==> config.mk <==
export PLATFORM = sky130hd
export DESIGN_NAME = cfa_cell
export DESIGN_NICKNAME = d
export VERILOG_FILES = /design/src/hw/rtl/cfa_cell.sv
export SDC_FILE = /design/constraint.sdc
export NUM_CORES = 1
export LEC_CHECK = 0
export ABC_AREA = 1
export BUFFER_PORTS_ARGS = -buffer_cell sky130_fd_sc_hd__buf_4
export CORE_MARGIN = 3
export CORE_UTILIZATION = 49
export CTS_BUF_LIST = sky130_fd_sc_hd__clkbuf_2 sky130_fd_sc_hd__clkbuf_4 sky130_fd_sc_hd__clkbuf_8
export DETAILED_ROUTE_END_ITERATION = 8
export GPL_TIMING_DRIVEN = 0
export PLACE_DENSITY = 0.86
export SLEW_MARGIN = 15
export SYNTH_ARGS = -nofsm -noshare
export SYNTH_HDL_FRONTEND = slang
export SYNTH_SLANG_ARGS = --single-unit
export TNS_END_PERCENT = 5
==> constraint.sdc <==
create_clock -name i_clk -period 1.3 [get_ports i_clk]
set_input_delay 0.195 -clock i_clk [delete_from_list [all_inputs] [get_ports i_clk]]
set_output_delay 0.195 -clock i_clk [all_outputs]
set_load 0.03 [all_outputs]
==> src/hw/rtl/cfa_cell.sv <==
// ============================================================================
// cfa_cell: one frame owner cell of the rotating owner ring
// Holds the owner id of one frame and takes its neighbor's value on a shift.
// ============================================================================
module cfa_cell #(
    parameter int ID_WIDTH = 16
) (
    input  logic                i_clk,
    input  logic                i_rst_n,
    input  logic                i_shift,
    input  logic [ID_WIDTH-1:0] i_owner,
    output logic [ID_WIDTH-1:0] o_owner
);

    logic [ID_WIDTH-1:0] r_owner;

    // clear to free on reset, take the neighbor's owner on each shift
    always_ff @(posedge i_clk) begin
        if (!i_rst_n) begin
            r_owner <= '0;
        end else if (i_shift) begin
            r_owner <= i_owner;
        end
    end

    assign o_owner = r_owner;

endmodule
==> flow_metrics.env <==
export IMPL_ant_nets=0
export IMPL_yosysWarnings=0
export IMPL_syn_nets=120
export IMPL_hold_path_class="input port to register"
export IMPL_p_per_area_mw_per_mm2=1160
export IMPL_vias=660
export IMPL_worstPathArrival_ns=0.79
export IMPL_worst_pin_slew_ns=0.142
export IMPL_fp_row_count=12
export IMPL_critPathRequiredTime_ns=1.11
export IMPL_place_gp_congestion=0.691
export IMPL_numCtsBuffers=3
export IMPL_setup_violations=0
export IMPL_post_route_cell_area_um2=976
export IMPL_drt_iter0_markers=5
export IMPL_io_pin_count=35
export IMPL_max_stage_delay_ns=0.34
export IMPL_synth_edf_count=0
export IMPL_cts_buffer_depth=2
export IMPL_ctsResizeCount=0
export IMPL_relSlewSlack_pct=90.5
export IMPL_status="finished clean"
export IMPL_drive_above_1_share_pct=32.6
export IMPL_grt_overflow_total=0
export IMPL_crit_fanout=2
export IMPL_place_inst=148
export IMPL_grt_max_degree=11
export IMPL_synthCells=101
export IMPL_antenna_cells=0
export IMPL_track_usage_pct=17.7
export IMPL_wire_per_inst_um=9.36
export IMPL_rsz0062_at_grt="false"
export IMPL_syn_mean_instance_area_um2=6.68
export IMPL_yosysMostFrequentCell="nand2_1"
export IMPL_critPathLaunchType="register"
export IMPL_tns_ns=0
export IMPL_nets=158
export IMPL_timing_critical_path_buf_inv=1
export IMPL_synth_area_leaders="dfxtp_1 (47%), nand2_1 (18%), nor2_1 (16%)"
export IMPL_grt_pass1_vias=638
export IMPL_cpMaxStageDelayCell="dfxtp_1"
export IMPL_clk_pin_slew_ns=0.09
export IMPL_clock_root_buffer="clkbuf_4"
export IMPL_cts_num_sinks=16
export IMPL_coreArea_mm2=0.00120
export IMPL_drc_errors=0
export IMPL_synthFlopType="dfxtp_1"
export IMPL_clock_fmax_mhz=1010
export IMPL_post_route_min_period_ns=0.990
export IMPL_critPathTopFamily="flip-flops"
export IMPL_cts_setup_buffers=0
export IMPL_num_fill_cells=92
export IMPL_clock_skew_ns=0
export IMPL_maxSlewViolCount=0
export IMPL_post_route_period_util_pct=76.1
export IMPL_cts_tree="built"
export IMPL_hold_viol=0
export IMPL_r2r_slack_ns=0.71
export IMPL_port_buffers=33
export IMPL_drt_wl_total_um=1420
export IMPL_syn_cell_area_um2=674
export IMPL_viasPerCell=4.34
export IMPL_antenna_found_initial=0
export IMPL_cap_violations=0
export IMPL_place_hpwl_um=1060
export IMPL_p_leak_nw=0.579
export IMPL_ctsHtreeMaxLevel=1
export IMPL_start_util_pct=56.1
export IMPL_async_flop_share_pct=0
export IMPL_ctsHoldBuffers=0
export IMPL_die_y_um=43.1
export IMPL_crit_type="register to primary output"
export IMPL_first_pass_iters=4
export IMPL_fp_dieW_um=43.1
export IMPL_synth_cell_types=8
export IMPL_place_area_um2=940
export IMPL_syn_to_final_growth_pct=44.7
export IMPL_yosysSeqAreaShare_pct=47.5
export IMPL_setup_worst_path_end_class="primary output"
export IMPL_largest_register_ffs=16
export IMPL_clock_latency_ns=0.29
export IMPL_yosysTopAreaCellShare_pct=47.5
export IMPL_synth_area_leader_cell="dfxtp_1"
export IMPL_dieArea_mm2=0.00186
export IMPL_irDropWorstVdd_mv=0.787
export IMPL_yosys_top_cells_count="nand2_1 (32), nor2_1 (29), dfxtp_1 (16), inv_1 (16)"
export IMPL_grt_pass1_wl_um=2540
export IMPL_crit_chain="buf_4"
export IMPL_fin_cells=152
export IMPL_ys_seq_elements=16
through the flow:
stage               power (W)  hold WS (ns)  util (%)  setup WS [ns]
floorplan            0.000707         0.350         -          0.584
global placement     0.000811         0.459      78.2          0.545
detailed placement   0.000816         0.464      78.2          0.536
CTS                   0.00115         0.180      81.3          0.299
global route          0.00119         0.204      81.3          0.264
finish                0.00113         0.182      81.3          0.310
path summary, 6_finish.rpt:
| path | to | depth (start not counted) | startpoint |
|---|---|---|---|
| setup / recovery | o_owner[11] | 1 | o_owner[11]$_SDFFE_PN0P_ |
| hold / removal | o_owner[11]$_SDFFE_PN0P_ | 5 | i_owner[11] |
| setup reg to reg | o_owner[13]$_SDFFE_PN0P_ | 2 | o_owner[13]$_SDFFE_PN0P_ |
| hold reg to reg | o_owner[8]$_SDFFE_PN0P_ | 2 | o_owner[8]$_SDFFE_PN0P_ |
area by class of cell:
cell class / instances / area [µm²] / share of cell area [%]
well taps: 14 / 17.5 / 1.79
repair buffers: 33 / 248 / 25.4
inverters: 16 / 60.1 / 6.15
plain buffers: 5 / 46.3 / 4.74
multi-input cells: 64 / 248 / 25.4
clock buffers: 4 / 36.3 / 3.72
flip-flops and latches: 16 / 320 / 32.8
cells by family (layout without fill, tap and decap cells):
group	after synthesis	after routing	share of synthesized area (%)
DFF	16	16	47.5
and+or+nand+nor	64	64	36.7
buffers and inverters	21	58	15.8
cell usage in the layout, fill, tap and decap left out, drive strengths merged:
| master | Yosys | layout |
|---|---|---|
| nand2 | 32 | 32 |
| inv | 16 | 16 |
| clkbuf | 1 | 5 |
| nor2 | 32 | 32 |
| dfxtp | 16 | 16 |
| buf | 4 | 37 |
metal layers:
metal / vias up / part of all wire, % / track usage [%]
met3: 5 / 10 / 3.81
li1: 357 / - / -
met2: 27 / 43 / 28.6
met1: 271 / 45 / 21.5
met5: - / 0 / 0
met4: 0 / 2.5 / 9.04
where the power goes:
| part | internal [W] | switching, W |
|---|---|---|
| combinational | 0.000116 | 0.000147 |
| sequential | 0.000524 | 0.0000164 |
| clock | 0.000171 | 0.000158 |
| total | 0.000811 | 0.000321 |
(Power assumes the default switching activity.)
